File: config.mk
export PLATFORM = sky130hd
export DESIGN_NAME = normal_cdf_and_inverse_top
export DESIGN_NICKNAME = d
export VERILOG_FILES = /design/src/rtl/ncdf_pkg.sv /design/src/rtl/normal_cdf_and_inverse_top.sv /design/src/rtl/ncdf_mul.sv /design/src/rtl/ncdf_div.sv /design/src/rtl/ncdf_cdf.sv
export SDC_FILE = /design/constraint.sdc
export NUM_CORES = 2
export LEC_CHECK = 0
export BUFFER_PORTS_ARGS = -buffer_cell sky130_fd_sc_hd__buf_2
export CAP_MARGIN = 20
export CORE_MARGIN = 2
export CORE_UTILIZATION = 39
export CTS_CLUSTER_DIAMETER = 100
export DETAILED_ROUTE_END_ITERATION = 8
export GPL_TIMING_DRIVEN = 0
export PLACE_DENSITY_LB_ADDON = 0.1
export RECOVER_POWER = 100
export SYNTH_ARGS = -nofsm -noshare
export SYNTH_HDL_FRONTEND = slang
export SYNTH_HIERARCHICAL = 1
export SYNTH_SLANG_ARGS = --single-unit
File: constraint.sdc
create_clock -name i_clk -period 22.8 [get_ports i_clk]
set_clock_uncertainty 0.05 [all_clocks]
set_input_delay 2.28 -clock i_clk [delete_from_list [all_inputs] [get_ports i_clk]]
set_output_delay 2.28 -clock i_clk [all_outputs]
set_load 0.1 [all_outputs]
File: src/rtl/ncdf_pkg.sv
// ----------------------------------------------------------------------------
// ncdf_pkg
// Types, formats and constants shared by the normal cdf and inverse block.
// ----------------------------------------------------------------------------
`timescale 1ns / 1ps

package ncdf_pkg;

    localparam int ARG_W      = 29;
    localparam int PROB_W     = 31;
    localparam int TOL_W      = 11;
    localparam int ARG_FRAC   = 24;
    localparam int PROB_FRAC  = 30;
    localparam int QP         = 40;   // fraction bits of a, coefficients and y
    localparam int QR         = 62;   // fraction bits of the reciprocal
    localparam int A_W        = ARG_W - 1 + QP - ARG_FRAC;
    localparam int ACC_W      = 48;
    localparam int Q_W        = 63;
    localparam int OP_W       = 64;
    localparam int H_SH       = 63 - PROB_FRAC;
    localparam int POS_W      = ARG_W + 1;

    localparam logic [TOL_W-1:0]        TOL_RESET = TOL_W'(11);
    localparam logic [PROB_W-1:0]       ONE_P     = PROB_W'(1) << PROB_FRAC;
    localparam logic signed [ARG_W-1:0] TEN_X     = ARG_W'(10) << ARG_FRAC;
    localparam logic [ACC_W-1:0]        ONE_Y     = ACC_W'(1) << QP;

    // Rounded coefficient n * 2^QP / 10^10.
    function automatic logic [ACC_W-1:0] f_coef(input logic [63:0] n);
        logic [127:0] t;
        t = ({64'd0, n} << QP) + 128'd5000000000;
        return ACC_W'(t / 128'd10000000000);
    endfunction

    localparam logic [ACC_W-1:0] COEF [6] = '{
        f_coef(64'd498673470), f_coef(64'd211410061), f_coef(64'd32776263),
        f_coef(64'd380036),    f_coef(64'd488906),    f_coef(64'd53830)
    };

    typedef enum logic [2:0] {
        C_IDLE, C_H_GO, C_H_WAIT, C_D_GO, C_D_WAIT, C_S_GO, C_S_WAIT, C_DONE
    } t_cdf_state;

    typedef enum logic [1:0] {
        T_IDLE, T_GO, T_WAIT, T_OUT
    } t_top_state;

    typedef struct packed {
        logic            go;
        logic            qsel;   // 1: shift by QR, 0: shift by QP
        logic [OP_W-1:0] a;
        logic [OP_W-1:0] b;
    } t_mul_req;

    typedef struct packed {
        logic            done;
        logic [OP_W-1:0] prod;
    } t_mul_rsp;

    typedef struct packed {
        logic              done;
        logic [PROB_W-1:0] value;
    } t_cdf_rsp;

endpackage

File: src/rtl/normal_cdf_and_inverse_top.sv
// ----------------------------------------------------------------------------
// normal_cdf_and_inverse_top
// Cumulative standard normal distribution and its inverse by bisection.
// ----------------------------------------------------------------------------
// Usage:
//   Input channel i_in_valid/o_in_ready carries one request: mode, argument
//   (signed, 24 fraction bits) and probability (30 fraction bits).
//   Output channel o_out_valid/i_out_ready returns one result per request.
//   Configuration channel i_cfg_valid/o_cfg_ready writes the tolerance; it
//   is always ready and should only be written while the block is idle.
//   One cdf evaluation runs a start step, six multiplies on the shared
//   multiplier, a reciprocal that yields one quotient bit a cycle, four
//   squarings and an end step. Arguments at or beyond +/-10 skip the
//   multiplies and the reciprocal, and probabilities of zero and of one
//   or more are valid at the output on the cycle after accept.
//   An inverse request runs up to MAX_STEPS cdf evaluations in series.
//   The block holds one request at a time: o_in_ready is low from accept
//   until the result is taken. A stalled result stays in the output
//   registers unchanged. Reset returns to idle and sets the tolerance to 11.
// ----------------------------------------------------------------------------
`timescale 1ns / 1ps

module normal_cdf_and_inverse_top #(
    parameter int MAX_STEPS = 40
) (
    input  logic                               i_clk,
    input  logic                               i_rst_n,
    input  logic                               i_in_valid,
    output logic                               o_in_ready,
    input  logic                               i_mode,
    input  logic signed [ncdf_pkg::ARG_W-1:0]  i_argument,
    input  logic [ncdf_pkg::PROB_W-1:0]        i_probability,
    output logic                               o_out_valid,
    input  logic                               i_out_ready,
    output logic [ncdf_pkg::PROB_W-1:0]        o_cdf_value,
    output logic signed [ncdf_pkg::ARG_W-1:0]  o_inverse_value,
    output logic                               o_step_limit_hit,
    input  logic                               i_cfg_valid,
    output logic                               o_cfg_ready,
    input  logic [ncdf_pkg::TOL_W-1:0]         i_cfg_data
);
    import ncdf_pkg::*;

    localparam int STEP_W = $clog2(MAX_STEPS + 1);
    localparam logic [STEP_W-1:0] STEP_CAP = STEP_W'(MAX_STEPS);

    t_top_state               r_state, n_state;
    logic                     r_mode, r_flag;
    logic [PROB_W-1:0]        r_p, r_cdf_out;
    logic signed [POS_W-1:0]  r_down, r_up;
    logic signed [ARG_W-1:0]  r_x, r_inv_out;
    logic [STEP_W-1:0]        r_steps;
    logic [TOL_W-1:0]         r_tol;

    t_cdf_rsp                 cdf_rsp;
    logic                     cdf_go, accept, p_edge, hit, cap, dir_up;
    logic [PROB_W-1:0]        c, diff;
    logic signed [POS_W-1:0]  x_ext, n_down, n_up, span, n_mid;

    ncdf_cdf u_cdf (
        .i_clk   (i_clk),
        .i_rst_n (i_rst_n),
        .i_go    (cdf_go),
        .i_x     (r_x),
        .o_rsp   (cdf_rsp)
    );

    always_comb begin
        accept = i_in_valid && o_in_ready;
        p_edge = (i_probability == '0) || (i_probability >= ONE_P);
        c      = cdf_rsp.value;
        dir_up = c > r_p;
        diff   = dir_up ? c - r_p : r_p - c;
        hit    = diff <= PROB_W'(r_tol);
        cap    = r_steps >= STEP_CAP;
        x_ext  = POS_W'(r_x);
        n_down = dir_up ? r_down : x_ext;
        n_up   = dir_up ? x_ext : r_up;
        span   = n_up - n_down;
        n_mid  = n_down + (span >>> 1);
    end

    always_comb begin
        n_state = r_state;
        unique case (r_state)
            T_IDLE: if (accept) n_state = (i_mode && p_edge) ? T_OUT : T_GO;
            T_GO:   n_state = T_WAIT;
            T_WAIT: if (cdf_rsp.done) n_state = (!r_mode || hit || cap) ? T_OUT : T_GO;
            T_OUT:  if (i_out_ready) n_state = T_IDLE;
            default: n_state = T_IDLE;
        endcase
    end

    always_comb begin
        o_in_ready  = (r_state == T_IDLE);
        o_out_valid = (r_state == T_OUT);
        o_cfg_ready = 1'b1;
        cdf_go      = (r_state == T_GO);
    end

    always_ff @(posedge i_clk) begin
        if (!i_rst_n) begin
            r_state <= T_IDLE;
            r_tol   <= TOL_RESET;
        end else begin
            r_state <= n_state;
            if (i_cfg_valid) begin
                r_tol <= i_cfg_data;
            end
        end
    end

    always_ff @(posedge i_clk) begin
        case (r_state)
            T_IDLE: begin
                if (accept) begin
                    r_mode    <= i_mode;
                    r_p       <= i_probability;
                    r_cdf_out <= '0;
                    r_flag    <= 1'b0;
                    r_down    <= -POS_W'(TEN_X);
                    r_up      <= POS_W'(TEN_X);
                    r_steps   <= STEP_W'(1);
                    if (!i_mode) begin
                        r_x       <= i_argument;
                        r_inv_out <= '0;
                    end else begin
                        r_x       <= '0;
                        r_inv_out <= (i_probability == '0) ? -TEN_X : TEN_X;
                    end
                end
            end
            T_WAIT: begin
                if (cdf_rsp.done) begin
                    if (!r_mode) begin
                        r_cdf_out <= c;
                    end else if (hit || cap) begin
                        r_inv_out <= r_x;
                        r_flag    <= !hit;
                    end else begin
                        r_down  <= n_down;
                        r_up    <= n_up;
                        r_x     <= ARG_W'(n_mid);
                        r_steps <= r_steps + STEP_W'(1);
                    end
                end
            end
            default: ;
        endcase
    end

    assign o_cdf_value      = r_cdf_out;
    assign o_inverse_value  = r_inv_out;
    assign o_step_limit_hit = r_flag;

endmodule

File: src/rtl/ncdf_mul.sv
// ----------------------------------------------------------------------------
// ncdf_mul
// Shared 64x64 multiplier built from one 32x32 unit that forms four partial
// products in turn, followed by a round-to-nearest right shift.
// ----------------------------------------------------------------------------
`timescale 1ns / 1ps

module ncdf_mul (
    input  logic                i_clk,
    input  logic                i_rst_n,
    input  ncdf_pkg::t_mul_req  i_req,
    output ncdf_pkg::t_mul_rsp  o_rsp
);
    import ncdf_pkg::*;

    logic [OP_W-1:0]   r_a, r_b, r_prod;
    logic [2*OP_W-1:0] r_acc;
    logic [1:0]        r_cnt;
    logic              r_busy, r_fin, r_done, r_qsel;

    logic [31:0]       half_a, half_b;
    logic [63:0]       pp;
    logic [2*OP_W-1:0] pp_sh, rsum;

    always_comb begin
        half_a = r_cnt[0] ? r_a[63:32] : r_a[31:0];
        half_b = r_cnt[1] ? r_b[63:32] : r_b[31:0];
        pp     = half_a * half_b;
        case (r_cnt)
            2'd0:    pp_sh = {64'd0, pp};
            2'd3:    pp_sh = {pp, 64'd0};
            default: pp_sh = {32'd0, pp, 32'd0};
        endcase
        rsum = r_acc + (r_qsel ? (128'd1 << (QR - 1)) : (128'd1 << (QP - 1)));
    end

    always_ff @(posedge i_clk) begin
        if (!i_rst_n) begin
            r_busy <= 1'b0;
            r_fin  <= 1'b0;
            r_done <= 1'b0;
            r_cnt  <= 2'd0;
        end else begin
            r_done <= 1'b0;
            if (i_req.go) begin
                r_a    <= i_req.a;
                r_b    <= i_req.b;
                r_qsel <= i_req.qsel;
                r_acc  <= '0;
                r_cnt  <= 2'd0;
                r_busy <= 1'b1;
            end else if (r_busy) begin
                r_acc <= r_acc + pp_sh;
                r_cnt <= r_cnt + 2'd1;
                if (r_cnt == 2'd3) begin
                    r_busy <= 1'b0;
                    r_fin  <= 1'b1;
                end
            end else if (r_fin) begin
                r_fin  <= 1'b0;
                r_done <= 1'b1;
                r_prod <= r_qsel ? rsum[QR+OP_W-1:QR] : rsum[QP+OP_W-1:QP];
            end
        end
    end

    assign o_rsp.done = r_done;
    assign o_rsp.prod = r_prod;

endmodule

File: src/rtl/ncdf_div.sv
// ----------------------------------------------------------------------------
// ncdf_div
// Restoring divider, one quotient bit a cycle, for 2^(QP+QR) / y.
// ----------------------------------------------------------------------------
`timescale 1ns / 1ps

module ncdf_div (
    input  logic                      i_clk,
    input  logic                      i_rst_n,
    input  logic                      i_go,
    input  logic [ncdf_pkg::ACC_W-1:0] i_den,
    output logic                      o_done,
    output logic [ncdf_pkg::Q_W-1:0]  o_quo
);
    import ncdf_pkg::*;

    localparam int IDX_W = $clog2(QP + QR + 1);
    localparam logic [IDX_W-1:0] DIV_TOP = IDX_W'(QP + QR);

    logic [ACC_W-1:0] r_rem, r_den;
    logic [Q_W-1:0]   r_quo;
    logic [IDX_W-1:0] r_idx;
    logic             r_busy, r_done;

    logic [ACC_W-1:0] sh_rem, n_rem;
    logic             n_bit;

    // The dividend is a single one bit at the top position.
    always_comb begin
        sh_rem = {r_rem[ACC_W-2:0], r_idx == DIV_TOP};
        n_bit  = sh_rem >= r_den;
        n_rem  = n_bit ? sh_rem - r_den : sh_rem;
    end

    always_ff @(posedge i_clk) begin
        if (!i_rst_n) begin
            r_busy <= 1'b0;
            r_done <= 1'b0;
        end else begin
            r_done <= 1'b0;
            if (i_go) begin
                r_busy <= 1'b1;
                r_idx  <= DIV_TOP;
                r_rem  <= '0;
                r_quo  <= '0;
                r_den  <= i_den;
            end else if (r_busy) begin
                r_rem <= n_rem;
                r_quo <= {r_quo[Q_W-2:0], n_bit};
                if (r_idx == '0) begin
                    r_busy <= 1'b0;
                    r_done <= 1'b1;
                end else begin
                    r_idx <= r_idx - IDX_W'(1);
                end
            end
        end
    end

    assign o_done = r_done;
    assign o_quo  = r_quo;

endmodule

File: src/rtl/ncdf_cdf.sv
// ----------------------------------------------------------------------------
// ncdf_cdf
// Sequencer for one cdf evaluation: Horner polynomial, reciprocal and four
// squarings on the shared multiplier and the divider.
// ----------------------------------------------------------------------------
`timescale 1ns / 1ps

module ncdf_cdf (
    input  logic                              i_clk,
    input  logic                              i_rst_n,
    input  logic                              i_go,
    input  logic signed [ncdf_pkg::ARG_W-1:0] i_x,
    output ncdf_pkg::t_cdf_rsp                o_rsp
);
    import ncdf_pkg::*;

    t_cdf_state        r_state, n_state;
    logic              r_neg;
    logic [A_W-1:0]    r_a;
    logic [ACC_W-1:0]  r_acc;
    logic [Q_W-1:0]    r_r;
    logic [2:0]        r_k;
    logic [PROB_W-1:0] r_value;

    t_mul_req          mul_req;
    t_mul_rsp          mul_rsp;
    logic              div_go, div_done;
    logic [Q_W-1:0]    div_quo;

    logic              big_pos, big_neg;
    logic [ARG_W-1:0]  x_abs;
    logic [OP_W-1:0]   hsum;
    logic [PROB_W-1:0] h;

    ncdf_mul u_mul (
        .i_clk   (i_clk),
        .i_rst_n (i_rst_n),
        .i_req   (mul_req),
        .o_rsp   (mul_rsp)
    );

    ncdf_div u_div (
        .i_clk   (i_clk),
        .i_rst_n (i_rst_n),
        .i_go    (div_go),
        .i_den   (r_acc),
        .o_done  (div_done),
        .o_quo   (div_quo)
    );

    always_comb begin
        big_pos = i_x >= TEN_X;
        big_neg = i_x <= -TEN_X;
        x_abs   = i_x[ARG_W-1] ? ARG_W'(-i_x) : ARG_W'(i_x);
        hsum    = mul_rsp.prod + (OP_W'(1) << (H_SH - 1));
        h       = hsum[H_SH+PROB_W-1:H_SH];
    end

    always_comb begin
        n_state = r_state;
        unique case (r_state)
            C_IDLE:   if (i_go) n_state = (big_pos || big_neg) ? C_DONE : C_H_GO;
            C_H_GO:   n_state = C_H_WAIT;
            C_H_WAIT: if (mul_rsp.done) n_state = (r_k == 3'd0) ? C_D_GO : C_H_GO;
            C_D_GO:   n_state = C_D_WAIT;
            C_D_WAIT: if (div_done) n_state = C_S_GO;
            C_S_GO:   n_state = C_S_WAIT;
            C_S_WAIT: if (mul_rsp.done) n_state = (r_k == 3'd1) ? C_DONE : C_S_GO;
            C_DONE:   n_state = C_IDLE;
            default:  n_state = C_IDLE;
        endcase
    end

    always_comb begin
        mul_req.go   = (r_state == C_H_GO) || (r_state == C_S_GO);
        mul_req.qsel = (r_state == C_S_GO);
        mul_req.a    = mul_req.qsel ? OP_W'(r_r) : OP_W'(r_a);
        mul_req.b    = mul_req.qsel ? OP_W'(r_r) : OP_W'(r_acc);
        div_go       = (r_state == C_D_GO);
        o_rsp.done   = (r_state == C_DONE);
        o_rsp.value  = r_value;
    end

    always_ff @(posedge i_clk) begin
        if (!i_rst_n) begin
            r_state <= C_IDLE;
        end else begin
            r_state <= n_state;
        end
    end

    always_ff @(posedge i_clk) begin
        case (r_state)
            C_IDLE: begin
                if (i_go) begin
                    r_neg   <= i_x[ARG_W-1];
                    r_value <= big_pos ? ONE_P : '0;
                    r_a     <= {x_abs[ARG_W-2:0], {(QP - ARG_FRAC){1'b0}}};
                    r_acc   <= COEF[5];
                    r_k     <= 3'd5;
                end
            end
            C_H_WAIT: begin
                if (mul_rsp.done) begin
                    if (r_k == 3'd0) begin
                        r_acc <= ONE_Y + ACC_W'(mul_rsp.prod);
                    end else begin
                        r_acc <= COEF[r_k - 3'd1] + ACC_W'(mul_rsp.prod);
                        r_k   <= r_k - 3'd1;
                    end
                end
            end
            C_D_WAIT: begin
                if (div_done) begin
                    r_r <= div_quo;
                    r_k <= 3'd4;
                end
            end
            C_S_WAIT: begin
                if (mul_rsp.done) begin
                    r_r <= Q_W'(mul_rsp.prod);
                    r_k <= r_k - 3'd1;
                    if (r_k == 3'd1) begin
                        r_value <= r_neg ? h : ONE_P - h;
                    end
                end
            end
            default: ;
        endcase
    end

endmodule

# After elaboration in Yosys (flattened, before gate mapping)
# Memories as Yosys holds them, arrays and structs flattened.
# Cells that the tools add are included.
word_totals:
  ff_bits: 871
  romBits: 384
  input_bits: 77
  output_inout_bits: 64
  word_cells: 238
  memories: 1
memory_table:
  columns: ["memory", "depth", "word_bits", "rd", "rd_clocked_by_memory_dff", "write_ports", "line_no", "source"]
  rows:
  - ["(no name shown)", 8, 48, 1, 0, 0, "ncdf_cdf.sv:108", "r_acc <= COEF[r_k - 3'd1] + ACC_W'(mul_rsp.prod);"]
op_classes:
  add_sub_neg: 16
  n_mul: 1
  magnitude_cmp: 8
  eq_ne: 28
  n_mux: 99
  bitwise: 5
  reduce_logical: 44
ops:
  columns: ["operator", "n"]
  rows:
  - ["$mux W29", 11]
  - ["$mux W30", 10]
  - ["$mux W48", 6]
  - ["$mux W31", 9]
  - ["$pmux W128 S2", 1]
  - ["$mux W63", 3]
  - ["$add A128 B128 Y128", 1]
  - ["$mux W128", 1]
  - ["$add A126 B62 Y126", 1]
  - ["$pmux W63 S2", 1]
  - ["$pmux W31 S2", 2]
  - ["$pmux W30 S2", 2]
  - ["$pmux W29 S2", 2]
  - ["$pmux W48 S2", 1]
  - ["$mux W47", 2]
  - ["$add A64 B33 Y64 const B", 1]
  - ["$mul A32 B32 Y64", 1]
  - ["$mux W32", 2]
  - ["$mux W64", 1]
  - ["$mux W62", 1]
  - ["$sub A31 B31 Y31", 2]
  - ["$add A41 B48 Y48 const A", 1]
  - ["$add A48 B48 Y48", 1]
  - ["$ge A48 B48 Y1", 1]
  - ["54 further kinds", 137]

# Longest topological paths before layout
logic_depth:
  word_depth: 9
  ltp_mapped: 46
  ltp_nobuf: 40

# By module
# The synthesis kept the hierarchy.
modules_own_cells:
  columns: ["module", "n_inst", "cells_per_inst", "area_per_inst_um2", "seq_area_each_um2"]
  rows:
  - ["ncdf_mul", 1, 6280, 56003.7, 9679.3]
  - ["normal_cdf_and_inverse_top", 1, 1681, 15315.9, 5905.7]
  - ["ncdf_cdf", 1, 1413, 13122.6, 5285.1]
  - ["ncdf_div", 1, 812, 9217.6, 4994.8]

# Worst setup path after synthesis
# Ideal clock, no wire load.
synth_path:
  path_type: "register to register"
  from: "register u_cdf.r_value[26]"
  to: "register r_down[0], enable pin"
  setup_ps: 680
  arrival_time_ps: 11895
  t_required_ps: 22070
  path_slack_ps: 10175
  path_stages_with_launch: 30
  path_buffers: 8
  synth_period_minus_slack_ps: 12625
  path_cell_list: "edfxtp_1 > ha_1 > buf_4 > nand2_1 > nor4_4 > nand3_1 > a221oi_2 > o21a_4 > buf_6 > buf_6 > clkbuf_1 > buf_1 > clkbuf_1 > clkbuf_1 > buf_1 > o21ai_0 > xnor2_1 > ha_1 > nand3_1 > nor2_1 > a211oi_1 > o21ai_0 > a221oi_1 > nand4_1 > nor3_1 > nand4_1 > nor3_1 > o2111ai_1 > and4b_1 > o21ai_0"
synth_between:
  elab_chain_cells: 6
  elab_cells_between_ends: 8
synth_rtl:
  columns: ["item", "line_no", "source"]
  rows:
  - ["start, declared", "ncdf_cdf.sv:23", "logic [PROB_W-1:0] r_value;"]
  - ["start signal, assigned", "ncdf_cdf.sv:97", "r_value <= big_pos ? ONE_P : '0;"]
  - ["start signal, assigned", "ncdf_cdf.sv:124", "r_value <= r_neg ? h : ONE_P - h;"]
  - ["$sub A31 B31 Y31 / $gt A31 B31 Y1 (equally long branches)", "normal_cdf_and_inverse_top.sv:73, normal_cdf_and_inverse_top.sv:72", null]
  - ["$mux W31 *", "normal_cdf_and_inverse_top.sv:73", "diff = dir_up ? c - r_p : r_p - c;"]
  - ["$le A31 B11 Y1 *", "normal_cdf_and_inverse_top.sv:74", "hit = diff <= PROB_W'(r_tol);"]
  - ["$logic_or A1 B1 Y1 *", "normal_cdf_and_inverse_top.sv:137", "end else if (hit || cap) begin"]
  - ["$ne A2 B2 Y1 (no line) *", null, null]
  - ["$reduce_and A5 Y1 (no line) *", null, null]
  - ["end signal, assigned", "normal_cdf_and_inverse_top.sv:121", "r_down <= -POS_W'(TEN_X);"]
  - ["end signal, assigned", "normal_cdf_and_inverse_top.sv:141", "r_down <= n_down;"]
  - ["end, declared", "normal_cdf_and_inverse_top.sv:50", "logic signed [POS_W-1:0] r_down, r_up;"]
# Every way passes the cells marked *; elsewhere a longest branch is shown, timed or not.
# A chain may end at the register's enable or synchronous reset.

# Worst setup path in the final report
layout_path:
  from: "register u_cdf.u_mul.r_cnt[0]"
  to: "register u_cdf.u_mul.r_acc[109], data pin"
layout_between:
  elab_chain_cells: 5
  elab_cells_between_ends: 7
layout_rtl:
  columns: ["item", "line_no", "source"]
  rows:
  - ["start, declared", "ncdf_mul.sv:18", "logic [1:0] r_cnt;"]
  - ["start signal, assigned", "ncdf_mul.sv:54", "r_cnt <= r_cnt + 2'd1;"]
  - ["$mux W32", "ncdf_mul.sv:26", "half_a = r_cnt[0] ? r_a[63:32] : r_a[31:0];"]
  - ["$mul A32 B32 Y64", "ncdf_mul.sv:28", "pp = half_a * half_b;"]
  - ["$pmux W128 S2 *", "ncdf_mul.sv:29", "case (r_cnt)"]
  - ["$add A128 B128 Y128 *", "ncdf_mul.sv:53", "r_acc <= r_acc + pp_sh;"]
  - ["$mux W128 *", "ncdf_mul.sv:52", "end else if (r_busy) begin"]
  - ["end signal, assigned", "ncdf_mul.sv:53", null]
  - ["end, declared", "ncdf_mul.sv:17", "logic [2*OP_W-1:0] r_acc;"]
# Every way passes the cells marked *; elsewhere a longest branch is shown, timed or not. The select of a mux whose other input is x is not followed.

==> summary.txt <==
Placement
  • Placed cells: 13.57k
  • Port buffer count: 138
  • Routability-driven placement congestion ratio: 1.021
  • DP HPWL: 327500 microns
  • Dpl cell area: 99580 sq um

Floorplanning
  • Die height: 494.1 microns
  • Initial Util: 39.30%
  • Die width: 494.1 microns
  • Core area: 238300 sq um
  • Core Rows: 179
  • Die area: 244100 sq um
  • # IOs: 141

Status
  • Failing checks: max-capacitance violations, max-slew violations
  • Status: finished, violations left

Synth
  • Avg Cell Area, Syn: 9.195 sq um
  • Most used DFF post-synth: edfxtp_1
  • Area leader, netlist: edfxtp_1
  • Seq cells post-synth: 869
  • Ys Warns: 6
  • Synth Cell Area: 93660 sq um
  • Post-synthesis cell type count: 140
  • Area contributors post-synth: edfxtp_1 27%, fa_1 19%, ha_1 8.1%, inv_1 4.8%, nor2_1 4.8%
  • Most frequent cell after synthesis: inv_1
  • Sequential fraction of the synthesis area: 27.62%
  • Commonest cells in the netlist: 1209 x inv_1, 1186 x nor2_1, 1172 x nand2_1
  • Async SR Flop Fraction: 0%
  • Post-synth EDFFs: 846
  • Area share of the largest cell type after synthesis: 27.12%
  • Mapped Cells: 10.19k

Critical path
  • Arrival time at the worst endpoint: 18.30 ns
  • Critical path type: reg2reg
  • R2R cell count: 41
  • CP max stage cell: mux2i_1
  • Worst Setup End Kind: flip-flop
  • Largest incremental delay on the critical path: 1.07 ns
  • CP Launch Type: flip-flop
  • CP Data Required Time: 23.27 ns
  • Crit path top cell by count: fa_1
  • Critical path peak fanout: 10

Detailed routing
  • Vias/cell: 5.746
  • Drt total wl: 394700 microns
  • Residual DRC: 0
  • Initial DRT Pass Iterations: 6
  • ANT nets after route: 0
  • Number of DRC markers in iteration 0: 8183
  • Drt wl/cell: 28.66 microns
  • Vias: 79.13k

Timing
  • Slew Limit Fails: 584
  • Rel. slew slack: -229.0%
  • Tcrit/Tclk final: 78.17%
  • Setup-failing EPs final: 0
  • F_max: 0.05610 GHz
  • RSZ-0062 raised after global routing: no
  • Slew @ Worst Pin: 4.935 ns
  • Fin crit period: 17.82 ns
  • Final hold vios: 0
  • Setup TNS: 0 ns

CTS
  • Clock tree from TritonCTS: yes
  • CTS Hold Bufs: 0
  • Clk_lat worst skew: 0.78 ns
  • Root Driver: clkbuf_16
  • Clock buffer depth: 3
  • Clock sinks: 869
  • CTS HTree Levels: 3
  • CTS Buf Count: 102
  • CTS clk-pin slew, worst paths: 0.06 ns
  • Setup repair bufs after CTS: 0
  • Cts repair resizes: 0

Finish
  • Share of cells above drive strength 1: 5.340%
  • Fin cells: 13.77k
  • Final net count: 12.10k
  • Final design utilization: 42.89%
  • Post-route cell area: 102200 sq um
  • FILL cells: 24.03k
  • Layout overhead on the synthesized area: 9.133%

Global routing
  • Largest net degree at the start of global routing: 73
  • First-pass GRT wire length: 566300 microns
  • GRT Total Usage: 32.04%
  • Initial antenna violation count: 11
  • Total gr overflow: 0
  • Vias in the first global route: 78.86k

Job
  • Maxcap violations: 18

Worst hold path
  • Worst hold-check path type: reg2reg
  • WHS Path Cells: 0
## layout make-up
| class | instances | area (sq um) | area share (%) |
|---|---|---|---|
| multi-input combinational | 7593 | 60870 | 59.55 |
| sequential | 869 | 25860 | 25.30 |
| inverter | 1213 | 4559 | 4.461 |
| tap | 3167 | 3963 | 3.877 |
| clock buffer | 116 | 2615 | 2.558 |
| buffer | 512 | 2081 | 2.036 |
| timing repair buffer | 222 | 1291 | 1.263 |
| clock inverter | 75 | 958.4 | 0.9377 |
| antenna | 4 | 10.01 | 0.009793 |
## path summary, 6_finish.rpt
| path | start | to | slack [ns] |
|---|---|---|---|
| min reg2reg | u_cdf/r_acc[28]$_SDFFCE_PN0P_ | u_cdf/u_div/r_den[28]$_DFFE_PP_ | 0.40 |
| max reg2reg | u_cdf/u_mul/r_cnt[0]$_SDFFE_PP0P_ | u_cdf/u_mul/r_acc[109]$_SDFFCE_PP0P_ | 4.98 |
| min | u_cdf/r_acc[28]$_SDFFCE_PN0P_ | u_cdf/u_div/r_den[28]$_DFFE_PP_ | 0.40 |
| max | u_cdf/u_mul/r_cnt[0]$_SDFFE_PP0P_ | u_cdf/u_mul/r_acc[109]$_SDFFCE_PP0P_ | 4.98 |
## flip-flops by register name, indices dropped and copies added (netlist names), 47 cells and up
signal	flops
u_cdf/r_acc	48
u_cdf/r_r	63
u_cdf/u_mul/r_b	64
u_cdf/u_mul/r_prod	64
u_cdf/u_div/o_quo	63
u_cdf/u_mul/r_a	64
u_cdf/u_mul/r_acc	126
u_cdf/u_div/r_den	48
u_cdf/u_div/r_rem	47
## routing by layer
layer | global-route usage [%] | part of all wire [%] | wire length (microns) | vias up
li1 | - | - | - | 34941
met1 | 43.69 | 43 | 168100 | 39978
met2 | 49.87 | 44 | 174800 | 3469
met3 | 4.892 | 7.4 | 29200 | 738
met4 | 15.20 | 5.7 | 22560 | 4
met5 | 0 | 0.0073 | 29 | -
## through the flow
step	hold slack (ns)	worst slack, ns
CTS	0.4048	6.159
finish	0.4010	4.976
detailed placement	0.3891	6.186
global route	0.4302	4.881
global placement	0.3866	2.534
floorplan	0.3714	10.18
## cell usage in the layout (no fill, tap or decap), types with 24 or more instances in the layout
cell       Yosys  final
a22o_1        46     46
and3_1       110    111
o211ai_1      45     48
nand3_1      172    173
edfxtp_1     846    846
a211oi_1      52     53
o21a_1        57     58
nand4_1      147    147
nand2b_1      60     60
fa_1         903    903
nor2_1      1186   1188
o21bai_1      89     89
nand2_1     1172   1172
xnor2_1      310    310
and4_1        24     24
mux2_1        10     30
or2_2         28     28
and2_1       118     83
a21boi_0      25     29
and2_0         0     36
xor2_1       181    181
mux2i_1      193    175
clkbuf_16      0    102
a21o_1       202    202
clkbuf_1     380    561
a31oi_1       59     61
nor3_1       103    104
nor2b_1      137    138
a21oi_1      575    576
mux2_2       125    105
or3_1         50     50
o31ai_1       47     51
inv_1       1209   1208
buf_4         21     32
nor4_1        48     49
buf_2         60     96
o21ai_0      320    344
ha_1         610    610
## logic make-up (layout without fill, tap and decap cells)
logic type | count (synthesis) | after routing | synth area share [%]
AND/OR/NAND/NOR | 3441 | 3441 | 16.67
AO/OA/AOI/OAI | 1797 | 1797 | 12.52
buffers and inverters | 1725 | 2138 | 7.194
adder cells (fa/ha/maj) | 1526 | 1526 | 27.59
flip-flops | 869 | 869 | 27.62
XOR/XNOR | 496 | 496 | 4.678
multiplexers | 330 | 330 | 3.716
other | 2 | 7 | 0.008018
## critical path: cells and delay by family (launching register included)
kind / cells / cell delay, ns
flops: 1 / 0.40
fa+ha+maj: 10 / 5.07
simple gates: 9 / 2.18
buf+inv: 11 / 3.20
xor+xnor: 1 / 0.77
mux: 2 / 1.41
compound gates: 8 / 4.46
Power is left out: the tool's default activity adds up to more than one toggle a clock period on the data nets, which glitch-free logic cannot reach.
